--- src/rtl/cfr_pkg.sv ---
package cfr_pkg;

    localparam int FRAME_LEN = 5;
    localparam int IDX_W     = 3;
    localparam int Q_DEPTH   = 4;
    localparam int Q_PTR_W   = 2;
    localparam int Q_CNT_W   = 3;

    localparam logic [7:0] START_BYTE = 8'hA5;
    localparam logic [7:0] END_BYTE   = 8'h5A;
    localparam logic [7:0] NAK_BYTE   = 8'h15;
    localparam logic [7:0] BUSY_BYTE  = 8'h16;
    localparam logic [7:0] STOP_ARG   = 8'hF5;

    localparam logic OP_RX_BYTE = 1'b0;
    localparam logic OP_CONSUME = 1'b1;

    localparam logic [IDX_W-1:0] LAST_POS = IDX_W'(FRAME_LEN - 1);

    typedef struct packed {
        logic       frame_ready;
        logic [7:0] command_code;
        logic [7:0] argument;
        logic       stop_request;
        logic       auto_active;
    } cfr_status_t;

    typedef struct packed {
        logic                       reply;
        logic [FRAME_LEN-1:0][7:0]  bytes;
        cfr_status_t                status;
    } cfr_job_t;

endpackage

--- src/rtl/cfr_front.sv ---
module cfr_front
    import cfr_pkg::*;
(
    input  logic        clk,
    input  logic        rst_n,
    input  logic        accept,
    input  logic        opcode,
    input  logic [7:0]  rx_byte,
    input  logic        busy_req,
    input  logic        clear_buffer,
    input  logic        clear_stop,
    output cfr_job_t    job
);

    logic [FRAME_LEN-1:0][7:0] fb_reg, fb_next;
    logic [IDX_W-1:0]          idx_reg, idx_next;
    logic                      recv_reg, recv_next;
    logic                      pend_reg, pend_next;
    logic                      auto_reg, auto_next;
    logic                      stop_reg, stop_next;

    always_comb
    begin
        logic [IDX_W-1:0] idx_base;
        logic [7:0]       sum;
        fb_next   = fb_reg;
        idx_next  = idx_reg;
        recv_next = recv_reg;
        pend_next = pend_reg;
        auto_next = auto_reg;
        stop_next = stop_reg;
        idx_base  = idx_reg;
        sum       = 8'd0;
        job.reply = 1'b0;
        job.bytes = fb_reg;
        if (opcode == OP_CONSUME)
        begin
            pend_next = 1'b0;
            recv_next = 1'b0;
            auto_next = 1'b0;
            if (clear_buffer)
            begin
                fb_next = '0;
            end
            if (clear_stop)
            begin
                stop_next = 1'b0;
            end
        end
        else if (rx_byte == START_BYTE && (!pend_reg || busy_req))
        begin
            recv_next = 1'b1;
            fb_next[0] = rx_byte;
            idx_next = IDX_W'(1);
        end
        else if (recv_reg)
        begin
            if (idx_reg < IDX_W'(FRAME_LEN))
            begin
                fb_next[idx_reg] = rx_byte;
                if (rx_byte == END_BYTE)
                begin
                    sum = fb_next[1] + fb_next[2];
                    job.reply = 1'b1;
                    if (sum == fb_next[3])
                    begin
                        if (!busy_req || fb_next[2] == STOP_ARG)
                        begin
                            job.bytes = fb_next;
                        end
                        else
                        begin
                            job.bytes = {FRAME_LEN{BUSY_BYTE}};
                        end
                        pend_next = 1'b1;
                        auto_next = 1'b1;
                    end
                    else
                    begin
                        job.bytes = {FRAME_LEN{NAK_BYTE}};
                        pend_next = 1'b0;
                    end
                    idx_base = '0;
                    if (fb_next[2] == STOP_ARG && auto_next)
                    begin
                        stop_next = 1'b1;
                    end
                end
            end
            else
            begin
                recv_next = 1'b0;
            end
            idx_next = idx_base + IDX_W'(1);
        end
        job.status.frame_ready  = pend_next;
        job.status.command_code = fb_next[1];
        job.status.argument     = fb_next[2];
        job.status.stop_request = stop_next;
        job.status.auto_active  = auto_next;
    end

    always_ff @(posedge clk or negedge rst_n)
    begin
        if (!rst_n)
        begin
            fb_reg   <= '0;
            idx_reg  <= '0;
            recv_reg <= 1'b0;
            pend_reg <= 1'b0;
            auto_reg <= 1'b0;
            stop_reg <= 1'b0;
        end
        else if (accept)
        begin
            fb_reg   <= fb_next;
            idx_reg  <= idx_next;
            recv_reg <= recv_next;
            pend_reg <= pend_next;
            auto_reg <= auto_next;
            stop_reg <= stop_next;
        end
    end

endmodule

--- src/rtl/cfr_queue.sv ---
module cfr_queue
    import cfr_pkg::*;
(
    input  logic      clk,
    input  logic      rst_n,
    input  logic      push,
    input  cfr_job_t  push_job,
    input  logic      pop,
    output cfr_job_t  head_job,
    output logic      empty,
    output logic      full
);

    cfr_job_t               mem [Q_DEPTH];
    logic [Q_PTR_W-1:0]     wr_ptr_reg, wr_ptr_next;
    logic [Q_PTR_W-1:0]     rd_ptr_reg, rd_ptr_next;
    logic [Q_CNT_W-1:0]     count_reg, count_next;

    assign empty    = (count_reg == '0);
    assign full     = (count_reg == Q_CNT_W'(Q_DEPTH));
    assign head_job = mem[rd_ptr_reg];

    always_comb
    begin
        wr_ptr_next = push ? wr_ptr_reg + Q_PTR_W'(1) : wr_ptr_reg;
        rd_ptr_next = pop  ? rd_ptr_reg + Q_PTR_W'(1) : rd_ptr_reg;
        count_next  = count_reg + Q_CNT_W'(push) - Q_CNT_W'(pop);
    end

    always_ff @(posedge clk)
    begin
        if (push)
        begin
            mem[wr_ptr_reg] <= push_job;
        end
    end

    always_ff @(posedge clk or negedge rst_n)
    begin
        if (!rst_n)
        begin
            wr_ptr_reg <= '0;
            rd_ptr_reg <= '0;
            count_reg  <= '0;
        end
        else
        begin
            wr_ptr_reg <= wr_ptr_next;
            rd_ptr_reg <= rd_ptr_next;
            count_reg  <= count_next;
        end
    end

endmodule

--- src/rtl/cfr_back.sv ---
module cfr_back
    import cfr_pkg::*;
(
    input  logic         clk,
    input  logic         rst_n,
    input  cfr_job_t     head_job,
    input  logic         empty,
    output logic         pop,
    output logic         out_valid,
    input  logic         out_stall,
    output logic         tx_valid,
    output logic [7:0]   tx_byte,
    output logic         last,
    output cfr_status_t  status
);

    logic [IDX_W-1:0] pos_reg, pos_next;
    logic             valid_reg, valid_next;
    logic             txv_reg, txv_next;
    logic [7:0]       txb_reg, txb_next;
    logic             last_reg, last_next;
    cfr_status_t      stat_reg, stat_next;
    logic             advance;
    logic             word_last;

    assign advance   = !valid_reg || !out_stall;
    assign word_last = !head_job.reply || (pos_reg == LAST_POS);
    assign pop       = advance && !empty && word_last;

    always_comb
    begin
        valid_next = valid_reg;
        pos_next   = pos_reg;
        txv_next   = txv_reg;
        txb_next   = txb_reg;
        last_next  = last_reg;
        stat_next  = stat_reg;
        if (advance)
        begin
            valid_next = !empty;
            txv_next   = head_job.reply;
            txb_next   = head_job.reply ? head_job.bytes[pos_reg] : 8'd0;
            last_next  = word_last;
            stat_next  = head_job.status;
            if (!empty)
            begin
                pos_next = word_last ? '0 : pos_reg + IDX_W'(1);
            end
        end
    end

    always_ff @(posedge clk or negedge rst_n)
    begin
        if (!rst_n)
        begin
            valid_reg <= 1'b0;
            pos_reg   <= '0;
        end
        else
        begin
            valid_reg <= valid_next;
            pos_reg   <= pos_next;
        end
    end

    always_ff @(posedge clk)
    begin
        txv_reg  <= txv_next;
        txb_reg  <= txb_next;
        last_reg <= last_next;
        stat_reg <= stat_next;
    end

    assign out_valid = valid_reg;
    assign tx_valid  = txv_reg;
    assign tx_byte   = txb_reg;
    assign last      = last_reg;
    assign status    = stat_reg;

endmodule

--- src/rtl/command_frame_receiver.sv ---
// channel  handshake             payload
// in       in_valid / in_stall   opcode, rx_byte, busy_req, clear_buffer, clear_stop
// out      out_valid / out_stall tx_valid, tx_byte, last and the five frame status fields
//
// one input word is classified and the frame state updated in the cycle it is
// accepted; a reply costs five output words, anything else one, so the output
// port and its out_stall set the rate
// the four-entry job queue takes new input words while replies drain
// reset is asynchronous, active low, and clears all frame state at once
// in_stall rises only when the job queue is full
module command_frame_receiver
    import cfr_pkg::*;
(
    input  logic        clk,
    input  logic        rst_n,
    input  logic        in_valid,
    output logic        in_stall,
    input  logic        opcode,
    input  logic [7:0]  rx_byte,
    input  logic        busy_req,
    input  logic        clear_buffer,
    input  logic        clear_stop,
    output logic        out_valid,
    input  logic        out_stall,
    output logic        tx_valid,
    output logic [7:0]  tx_byte,
    output logic        last,
    output logic        frame_ready,
    output logic [7:0]  command_code,
    output logic [7:0]  argument,
    output logic        stop_request,
    output logic        auto_active
);

    cfr_job_t    front_job;
    cfr_job_t    head_job;
    cfr_status_t status;
    logic        q_empty;
    logic        q_full;
    logic        q_pop;
    logic        accept;

    // a word is taken whenever the queue has room for its job
    assign in_stall = q_full;
    assign accept   = in_valid && !q_full;

    // front: frame tracking, checksum and reply selection
    cfr_front u_front (
        .clk          (clk),
        .rst_n        (rst_n),
        .accept       (accept),
        .opcode       (opcode),
        .rx_byte      (rx_byte),
        .busy_req     (busy_req),
        .clear_buffer (clear_buffer),
        .clear_stop   (clear_stop),
        .job          (front_job)
    );

    // jobs waiting for the output side
    cfr_queue u_queue (
        .clk      (clk),
        .rst_n    (rst_n),
        .push     (accept),
        .push_job (front_job),
        .pop      (q_pop),
        .head_job (head_job),
        .empty    (q_empty),
        .full     (q_full)
    );

    // back: serializes each job into one or five output words
    cfr_back u_back (
        .clk       (clk),
        .rst_n     (rst_n),
        .head_job  (head_job),
        .empty     (q_empty),
        .pop       (q_pop),
        .out_valid (out_valid),
        .out_stall (out_stall),
        .tx_valid  (tx_valid),
        .tx_byte   (tx_byte),
        .last      (last),
        .status    (status)
    );

    assign frame_ready  = status.frame_ready;
    assign command_code = status.command_code;
    assign argument     = status.argument;
    assign stop_request = status.stop_request;
    assign auto_active  = status.auto_active;

endmodule

--- config.mk ---
export PLATFORM = sky130hd
export DESIGN_NAME = command_frame_receiver
export DESIGN_NICKNAME = d
export VERILOG_FILES = /design/src/rtl/cfr_pkg.sv /design/src/rtl/cfr_front.sv /design/src/rtl/cfr_queue.sv /design/src/rtl/cfr_back.sv /design/src/rtl/command_frame_receiver.sv
export SDC_FILE = /design/constraint.sdc
export NUM_CORES = 1
export LEC_CHECK = 0
export BUFFER_PORTS_ARGS = -buffer_cell sky130_fd_sc_hd__buf_2
export CAP_MARGIN = 20
export CORE_AREA = 8 8 203 205
export CTS_BUF_LIST = sky130_fd_sc_hd__clkbuf_8
export CTS_CLUSTER_SIZE = 14
export DETAILED_ROUTE_END_ITERATION = 12
export DIE_AREA = 0 0 211 213
export PLACE_DENSITY = 0.54
export SYNTH_ARGS = -nofsm -noshare
export SYNTH_HDL_FRONTEND = slang
export SYNTH_SLANG_ARGS = --single-unit
--- constraint.sdc ---
create_clock -name clk -period 4.3 [get_ports clk]
set_input_delay 0.215 -clock clk [delete_from_list [all_inputs] [get_ports clk]]
set_output_delay 0.215 -clock clk [all_outputs]
set_load 0.02 [all_outputs]
==> results_dict.tcl, run 1 <==
set metrics [dict create \
    crit_family "compound AO/OA/AOI/OAI gates" \
    cap_violations 0 \
    grt_pass1_vias 9582 \
    place.detailed.hpwl_um 26500 \
    drive_gt1_share_pct 23.28 \
    antenna_found_initial 0 \
    fp.coreArea_mm2 0.03811 \
    number_of_flip_flops_under_the_largest_register_name 240 \
    fill_cells 3397 \
    worstHoldPathType "in -> reg" \
    synth.distinct_cells 76 \
    critPathCaptureType "flip-flop" \
    worst_r2r_startpoint "u_front.idx_reg[2]" \
    final_net_count 1146 \
    hold_violations 0 \
    antennaDiodeCount 0 \
    crit_required_ns 4.65 \
    highest_delay_cell_along_the_critical_path "or4_1" \
    synth_seq_cells 327 \
    netlist_instances 1029 \
    grt_usage_pct 18.23 \
    worstPathCellList "buf_4, nor3b_2, mux2i_1, inv_1, ha_1, nor2b_1, o21ai_0, and3_1, a2111o_1, a211o_1, a211o_1, or4_1, o22ai_1" \
    placement.setup.worst_slack_ns 0.2688 \
    syn_nets 1059 \
    p_per_area_mw_per_mm2 576.2 \
    path_class "reg -> reg" \
    final.period_utilization_pct 95.94 \
    post_cts.repair.setup_buffers 0 \
    route.detailed.wl_per_inst_um 24.09 \
    largest_net_degree_at_the_start_of_global_routing 62 \
    setup_viol_count_final 0 \
    globalRoute.totalOverflow 0 \
    die_area_mm2 0.04494 \
    grt_pass1_wl_um 61940 \
    syn-cell-area_mm2 0.01501 \
    worst_hold_startpoint "rx_byte[0]" \
    detail-route-antenna-nets 0 \
    cts-htree-levels 2 \
    period_needed_ns 4.125 \
    area_growth_syn_to_layout_pct 14.22 \
    seq_area_frac_synth_pct 63.50 \
    rsz0062_at_grt "no" \
    die_w_um 211 \
    syn-mean-instance-area_um2 14.58 \
    worst_voltage_drop_across_the_vdd_grid_v 0.0003605 \
    post-route-drc-count 0 \
    drtIter0Drc 839 \
    async_flop_share_pct 17.74 \
    cts_buffers 55 \
    ys.flop_type "edfxtp_1" \
    slew_headroom_pct 32.68 \
    cts-root-to-sink-buffers 3 \
    total_leakage_power_uw 0.006350 \
    max_slew_violation_total_from_the_final_report 0 \
    placement.io_buffers 46 \
    critical-path-top-cell-by-count "a211o_1" \
    worstSetupStartpoint "u_front.idx_reg[2]" \
    detailedRoute.firstPassIterationCount 5 \
    start_util_pct 39.38 \
    place.gp.congestion 0.9111 \
    worstPathArrival_ns 4.48 \
    ys_warn_count 0 \
    clockRootBuffer "clkbuf_8" \
    die_h_um 213 \
    worst_clock_skew_ns 0.04003 \
    clock_sink_count 327 \
    slowest_delay_ns 0.54 \
    critical_path_buf_inv_count 2 \
    floorplan.rows 72 \
    fin_ws_ns 0.1746 \
    synth_edf_count 269 \
    critPathLaunchType "flip-flop" \
    fin_tns_setup_ns 0 \
    boundaryPins 47 \
    clk_latency_ns 0.60 \
    vias_per_cell 5.674 \
    path_max_fanout 9 \
    tritoncts "done" \
    route.final.wire_length_um 40420 \
    clk_pin_slew_worst_paths_ns 0.06 \
    fmax_mhz 242.4 \
    worst_tran_pin_value_ns 1.002 \
    run_status "finished, final reports clean" \
    timing.hold.ws_ns 0.05606 \
    dr_total_vias 9521 \
]
==> timing repair <==
item                                   in CTS  in global routing
hold buffers                                3                  0
gates resized for setup                     0                  1
setup endpoints to repair                   0                  1
endpoints found under the hold margin      33                  0
==> power by group <==
part           switching (uW)  internal [uW]  leakage, uW
clock network            1220           1440     0.000629
logic                    1680           1160      0.00239
registers                 194           4180      0.00333
==> synth_stat cells (3+ instances only) <==
library cell	number	share of area (%)
nand2b_1	5	0.21
buf_4	5	0.25
inv_1	29	0.73
o41ai_2	7	0.76
buf_1	10	0.25
a32o_1	7	0.47
edfxtp_1	269	54
clkbuf_1	43	1.1
a22oi_1	7	0.35
dfrtp_1	58	9.7
nand4_1	4	0.17
and2_1	10	0.42
a22o_1	24	1.4
a32oi_1	3	0.18
buf_2	11	0.37
nor2b_1	7	0.29
mux4_2	67	10
a31oi_1	5	0.21
a211o_1	3	0.18
o21a_1	3	0.15
o22ai_1	6	0.25
nor2_1	31	0.78
nor3_1	18	0.60
nor4_1	3	0.13
o31ai_1	23	1.2
o32a_1	12	0.80
xnor2_1	18	1.1
or4_1	5	0.25
a21oi_1	27	0.90
xor2_1	7	0.41
o211ai_1	6	0.30
or3_1	7	0.29
o21bai_1	4	0.20
mux2_2	6	0.45
nand3_1	26	0.87
mux2i_1	20	1.3
a21o_1	4	0.20
nand2_1	106	2.7
ha_1	13	1.1
o21ai_1	5	0.17
o21ai_0	55	1.8
==> per-stage QoR <==
step | instances | instance area (um^2) | utilization [%] | total power, uW
3_5_place_dp | 1573 | 16040 | 42.08 | 7344
3_3_place_gp | 1573 | 16040 | 42.08 | 7312
4_1_cts | 1677 | 17130 | 44.95 | 10010
6_report | 1678 | 17140 | 44.98 | 9876
5_1_grt | 1678 | 17140 | 44.98 | 10370
2_1_floorplan | 1029 | 15010 | - | 6357
==> cell families after synthesis <==
group           count (synthesis)  synth area share (%)
fa+ha+maj                      15                 1.292
flops                         327                 63.50
simple gates                  242                 7.880
xor+xnor                       25                 1.459
compound gates                223                 10.95
mux                            95                 12.14
buf+inv                       102                 2.777
==> worst paths after layout <==
| kind | to | slack, ns | cells past startpoint |
|---|---|---|---|
| setup / recovery | u_queue.mem[0][25] | 0.17 | 13 |
| hold / removal | u_front.fb_reg[24] | 0.06 | 2 |
| setup reg to reg | u_queue.mem[0][25] | 0.17 | 13 |
| hold reg to reg | u_front.pend_reg | 0.49 | 2 |
| max in group asynchronous | u_queue.wr_ptr_reg[0] | 3.02 | 3 |
| min in group asynchronous | u_front.fb_reg[27] | 0.30 | 2 |
==> layer usage <==
layer  global-route usage [%]  up-vias  routed length [um]
met5                        0        -                   0
met4                    5.936        0                1049
met3                    2.965       73                2159
met2                    28.63      327               18780
met1                    25.66     4896               18430
li1                         -     4225                   -
==> layout by cell type (no fill, tap or decap), types with 12 or more instances in the layout <==
cell type and count:
xnor2_1 18, o32a_1 12, nor2_1 31, o21ai_0 55
a21oi_1 27, dfrtp_1 56, buf_4 45, edfxtp_1 269
mux2i_1 20, clkbuf_8 59, nor3_1 18, ha_1 13
inv_1 49, o31ai_1 23, nand2_1 106, a22o_1 24
nand3_1 26, mux4_2 67, buf_2 47
==> layout make-up <==
cell class / count / area [um^2] / share of cell area [%]
flip-flops and latches: 327 / 9534 / 55.63
multi-input cells: 600 / 5071 / 29.59
clock buffers: 59 / 812.0 / 4.738
repair buffers: 100 / 703.2 / 4.103
well taps: 518 / 648.1 / 3.782
clock inverters: 42 / 250.2 / 1.460
inverters: 32 / 120.1 / 0.7008
(Power assumes the default switching activity.)
==> run 2: changes to the inputs <==
==> constraint.sdc (replaced) <==
create_clock -name clk -period 4.3 [get_ports clk]
set_input_delay 0.86 -clock clk [delete_from_list [all_inputs] [get_ports clk]]
set_output_delay 0.86 -clock clk [all_outputs]
set_load 0.02 [all_outputs]
==> results_dict.tcl, run 2 (synthesized netlist as in run 1, its figures left out) <==
set metrics [dict create \
    power.share.switching_pct 31.64 \
    worst_clock_skew_ns 0.03124 \
    seq_power_share_pct 45.3 \
    cts-root-to-sink-buffers 3 \
    period_needed_ns 4.041 \
    post_cts.repair.setup_buffers 0 \
    critPathCaptureType "flip-flop" \
    worstHoldPathType "in -> async" \
    cap_violations 0 \
    final_net_count 1152 \
    final.period_utilization_pct 93.97 \
    post-route-drc-count 0 \
    run_status "finished, final reports clean" \
    placement.io_buffers 46 \
    detail-route-antenna-nets 0 \
    rsz0062_at_grt "no" \
    hold_violations 0 \
    power.share.clock_pct 25.6 \
    place.gp.congestion 0.8865 \
    grt.met3_usage_pct 3.258 \
    clockRootBuffer "clkbuf_8" \
    clk_pin_slew_worst_paths_ns 0.07 \
    route.final.wire_length_um 39650 \
    reg2regPathDepth 12 \
    p_sw_uw 3059 \
    slew_headroom_pct 29.43 \
    max_slew_violation_total_from_the_final_report 0 \
    globalRoute.totalOverflow 0 \
    tritoncts "done" \
    grt_pass1_vias 9477 \
    clk_latency_ns 0.60 \
    number_of_flip_flops_under_the_largest_register_name 240 \
    groute.layer.met1.usage_pct 24.50 \
    fmax_mhz 247.5 \
    critPathLaunchType "flip-flop" \
    worstPathArrival_ns 4.44 \
    total_leakage_power_uw 0.006374 \
    antenna_found_initial 0 \
    internal_power_consumption_uw 6608 \
    dp_cells 1585 \
    route.detailed.wl_per_inst_um 23.56 \
    boundaryPins 47 \
    post_route_non_filler_standard_cell_count 1683 \
    grt_usage_pct 17.71 \
    setup_viol_count_final 0 \
    largest_net_degree_at_the_start_of_global_routing 62 \
    timing.hold.ws_ns 0.3946 \
    cts-htree-levels 2 \
    die_h_um 213 \
    fp.coreArea_mm2 0.03811 \
    postCtsHoldBufs 0 \
    floorplan.rows 72 \
    clock_sink_count 327 \
    grt_use_met2_pct 28.18 \
    path_max_fanout 6 \
    die_area_mm2 0.04494 \
    detailedRoute.firstPassIterationCount 5 \
    antennaDiodeCount 0 \
    vias_per_cell 5.611 \
    fin_tns_setup_ns 0 \
    post_cts_resized 0 \
    path_class "reg -> reg" \
    globalRoute.busiestLayer "met2" \
    place.detailed.hpwl_um 26300 \
    worst_voltage_drop_across_the_vdd_grid_v 0.0003103 \
    cts_buffers 53 \
    final_cell_mix "269 x edfxtp_1, 106 x nand2_1, 67 x mux4_2" \
    crit_required_ns 4.70 \
    leading_cell_type_in_the_layout_fill_and_taps_excluded "edfxtp_1" \
    p_per_area_mw_per_mm2 563.4 \
    worst_tran_pin_value_ns 1.050 \
    start_util_pct 39.38 \
    drive_gt1_share_pct 23.78 \
    fill_cells 3416 \
    drtIter0Drc 773 \
    ff2ff_setup_slack_ns 0.26 \
    worst_r2r_startpoint "u_front.idx_reg[0]" \
    area_growth_syn_to_layout_pct 14.33 \
    combPwrFrac_pct 29.2 \
    dr_total_vias 9443 \
    die_w_um 211 \
    grt_pass1_wl_um 60530 \
    rr_endpoint "u_queue.mem[3][22]" \
]
==> run 2: worst max path at each step <==
stage / from / endpoint / slack (ns) / cells past startpoint
3_5_place_dp: rx_byte[6] / u_queue.mem[0][30] / 0.05 / 13
3_3_place_gp: rx_byte[6] / u_queue.mem[0][22] / 0.17 / 13
6_report: u_front.idx_reg[0] / u_queue.mem[3][22] / 0.26 / 12
4_1_cts: u_front.idx_reg[1] / u_queue.mem[1][30] / 0.19 / 12
2_1_floorplan: u_front.idx_reg[1] / u_queue.mem[0][53] / 0.20 / 16
5_1_grt: u_front.idx_reg[1] / u_queue.mem[0][24] / 0.02 / 14
==> run 2: per-layer routing <==
layer / up-vias / share of wire [%]
li1: 4240 / -
met1: 4840 / 45
met2: 288 / 47
met3: 75 / 5.9
met4: 0 / 2.6
met5: - / 0
==> run 2: final cells by class <==
type	count	area (um^2)	share of cell area [%]
sequential	327	9534	55.57
clock buffer	56	770.7	4.492
tap	518	648.1	3.778
timing repair buffer	108	783.3	4.565
clock inverter	42	202.7	1.181
inverter	32	120.1	0.7001
multi-input combinational	600	5097	29.71
==> run 2: per-stage QoR <==
stage / power [uW] / area, um^2 / worst slack [ns] / util [%]
after detailed placement: 7339 / 16150 / 0.05125 / 42.38
after global placement: 7313 / 16150 / 0.1714 / 42.38
after global routing: 10150 / 17160 / 0.02312 / 45.02
final: 9666 / 17160 / 0.2593 / 45.02
after floorplan: 6357 / 15010 / 0.2037 / -
after CTS: 9814 / 17120 / 0.1867 / 44.94
==> run 2: power by group through the flow <==
stage	clock network, uW	logic, uW	registers, uW
floorplan	0	1790	4570
global placement	0	2890	4430
detailed placement	0	2890	4450
CTS	2530	2900	4380
global route	2650	3060	4430
finish	2470	2820	4380
==> run 2: worst max-delay path, stage by stage, from the launching register on <==
cell and delay (ns):
dfrtp_1 0.42, or3b_4 0.46, a21oi_1 0.21, inv_1 0.10, ha_1 0.36, nor2b_1 0.15
o21ai_0 0.25, a21oi_1 0.10, a2111o_1 0.37, a211o_1 0.28, a211o_1 0.37, or4_1 0.58
o22ai_2 0.20
==> run 3: changes to the inputs <==
--- a/config.mk
+++ b/config.mk
@@ -7,12 +7,13 @@
 export LEC_CHECK = 0
 export BUFFER_PORTS_ARGS = -buffer_cell sky130_fd_sc_hd__buf_2
 export CAP_MARGIN = 20
-export CORE_AREA = 8 8 203 205
+export CORE_AREA = 8 8 202 204
 export CTS_BUF_LIST = sky130_fd_sc_hd__clkbuf_8
 export CTS_CLUSTER_SIZE = 14
 export DETAILED_ROUTE_END_ITERATION = 12
-export DIE_AREA = 0 0 211 213
+export DIE_AREA = 0 0 210 212
 export PLACE_DENSITY = 0.54
 export SYNTH_ARGS = -nofsm -noshare
 export SYNTH_HDL_FRONTEND = slang
+export SYNTH_HIERARCHICAL = 1
 export SYNTH_SLANG_ARGS = --single-unit
==> results_dict.tcl, run 3 <==
set metrics [dict create \
    die_area_mm2 0.04452 \
    ys_top_cells_by_area "edfxtp_1 55%, dfrtp_1 9.8%, mux4_2 9.0%" \
    synth_seq_cells 327 \
    async_flop_share_pct 17.74 \
    worstPathArrival_ns 4.42 \
    place.gp.congestion 0.9154 \
    cts-root-to-sink-buffers 3 \
    hold_violations 0 \
    syn_nets 1005 \
    post_cts.repair.setup_buffers 0 \
    syn-mean-instance-area_um2 15.16 \
    rsz0062_at_grt "no" \
    fin_tns_setup_ns 0 \
    post_route_non_filler_standard_cell_count 1607 \
    p_per_area_mw_per_mm2 610.0 \
    fp.coreArea_mm2 0.03793 \
    clk_pin_slew_worst_paths_ns 0.06 \
    fill_cells 3399 \
    clk_latency_ns 0.60 \
    largest_net_degree_at_the_start_of_global_routing 62 \
    ys_warn_count 6 \
    seq_area_frac_synth_pct 64.45 \
    synth.distinct_cells 79 \
    utilization_pct 43.77 \
    cp-endpoint "u_queue/mem[2][1]" \
    detailedRoute.firstPassIterationCount 6 \
    antenna_found_initial 0 \
    grt_pass1_wl_um 55480 \
    setup_viol_count_final 0 \
    worst_r2r_startpoint "u_front/idx_reg[1]" \
    fmax_mhz 252.5 \
    final_cell_mix "269 x edfxtp_1, 90 x nand2_1, 60 x clkbuf_8" \
    run_status "finished, final reports clean" \
    worst_tran_pin_value_ns 1.026 \
    clockRootBuffer "clkbuf_8" \
    post-route-drc-count 0 \
    antennaDiodeCount 0 \
    tritoncts "done" \
    worstHoldPathType "in -> async" \
    cts_buffers 54 \
    worst_voltage_drop_across_the_vdd_grid_v 0.0005418 \
    cap_violations 0 \
    start_util_pct 38.98 \
    max_slew_violation_total_from_the_final_report 0 \
    final.period_utilization_pct 92.11 \
    rr_endpoint "u_queue/mem[2][1]" \
    grt_usage_pct 16.42 \
    clock_sink_count 327 \
    placement.setup.worst_slack_ns 0.3409 \
    syn-cell-area_mm2 0.01478 \
    period_needed_ns 3.961 \
    ys.flop_type "edfxtp_1" \
    route.final.wire_length_um 36180 \
    place.detailed.hpwl_um 23860 \
    drive_gt1_share_pct 24.24 \
    drtIter0Drc 678 \
    cts-htree-levels 2 \
    path_max_fanout 19 \
    crit_required_ns 4.76 \
    worst_clock_skew_ns 0.01246 \
    dr_total_vias 8599 \
    critPathLaunchType "flip-flop" \
    leading_cell_type_in_the_layout_fill_and_taps_excluded "edfxtp_1" \
    die_h_um 212 \
    dp_cells 1509 \
    post-synth-top-area-cell "edfxtp_1" \
    synth_edf_count 269 \
    power.total_uw 10130 \
    die_w_um 210 \
    critPathCaptureType "flip-flop" \
    area_growth_syn_to_layout_pct 12.29 \
    final_net_count 1077 \
    fin_ws_ns 0.3394 \
    detail-route-antenna-nets 0 \
    ff2ff_setup_slack_ns 0.34 \
    placement.io_buffers 46 \
    floorplan.rows 72 \
    total_leakage_power_uw 0.006056 \
    slew_headroom_pct 31.07 \
    synthMostInstantiatedCell "edfxtp_1" \
    synthDominantCellAreaShare_pct 54.64 \
    route.detailed.wl_per_inst_um 22.51 \
    number_of_flip_flops_under_the_largest_register_name 240 \
    post_synth_most_frequent_cells "269 x edfxtp_1, 90 x nand2_1, 59 x mux4_2" \
    worstSetupStartpoint "u_front/idx_reg[1]" \
    path_class "reg -> reg" \
    netlist_instances 975 \
    globalRoute.totalOverflow 0 \
    vias_per_cell 5.351 \
    boundaryPins 47 \
    reg2regPathDepth 15 \
    grt_pass1_vias 8764 \
]
run 3: cell count changes in the layout (fill, tap and decap cells not counted), moves of 12 or more:
cell     before  now
nand3_1      26    7
o31ai_1      22    4
buf_4        55   39
nand2_1     106   90
nor2_1       31   47
inv_1        53   40
o32a_1       12    0
run 3: timing repair:
item	in CTS	in global routing
hold buffers	0	0
gates resized for setup	0	1
setup endpoints to repair	0	4
run 3: layout make-up:
type / count / area [um^2] / share of cell area (%)
clock buffers: 60 / 825.8 / 4.974
clock inverters: 38 / 221.5 / 1.334
inverters: 22 / 82.58 / 0.4974
multi-input cells: 553 / 4686 / 28.23
flip-flops and latches: 327 / 9534 / 57.43
well taps: 518 / 648.1 / 3.904
repair buffers: 89 / 603.1 / 3.633
run 3: how the worst min path moves through the flow:
stage | start | to | slack, ns | depth (start not counted)
finish | rst_n | u_back/pos_reg[1] | 0.33 | 1
global route | rst_n | u_back/pos_reg[1] | 0.36 | 1
CTS | rst_n | u_back/pos_reg[1] | 0.32 | 1
detailed placement | u_front/fb_reg[0] | u_front/fb_reg[0] | 0.49 | 2
global placement | u_front/fb_reg[0] | u_front/fb_reg[0] | 0.47 | 2
floorplan | u_front/fb_reg[2] | u_front/fb_reg[2] | 0.44 | 2
run 3: per-layer routing:
metal  share of wire, %  wire length (um)  track usage [%]  vias up
li1                   -                 -                -     3902
met1                 46             16490            23.19     4410
met5                  0                 0                0        -
met4                2.6               933            5.371        0
met3                5.0              1823            2.580       56
met2                 47             16920            25.82      231
run 3: worst max-delay path, stage by stage (launching register included):
cell	delay, ns
dfrtp_1	0.34
buf_4	0.23
nor3b_2	0.25
buf_4	0.24
mux2i_1	0.29
xor2_1	0.11
ha_1	0.19
a31oi_1	0.16
o221ai_1	0.19
a21oi_1	0.21
xnor2_1	0.14
o2111ai_1	0.19
a211oi_2	0.35
nand2_1	0.26
o31ai_1	0.47
buf_4	0.21
run 3: logic make-up (layout without fill, tap and decap cells):
group           Yosys count  after routing  synth area share [%]
fa+ha+maj                14             14                 1.236
compound gates          203            203                 9.394
buf+inv                  95            209                 3.986
xor+xnor                 23             23                 1.413
flops                   327            327                 64.45
mux                     105            105                 12.75
simple gates            208            208                 6.770
run 3: stage by stage:
stage | cell area (um^2) | hold slack, ns
after global placement | 15550 | 0.4661
final | 16600 | 0.3343
after floorplan | 14780 | 0.4436
after global routing | 16600 | 0.3602
after detailed placement | 15550 | 0.4872
after CTS | 16600 | 0.3205
run 3: power by group:
| part | total [uW] | switching [uW] | leakage, uW | internal, uW |
|---|---|---|---|---|
| clock | 2610 | 1210 | 0.000603 | 1400 |
| sequential | 4490 | 227 | 0.00333 | 4260 |
| combinational | 3030 | 1790 | 0.00212 | 1240 |
| total | 10100 | 3220 | 0.00606 | 6900 |
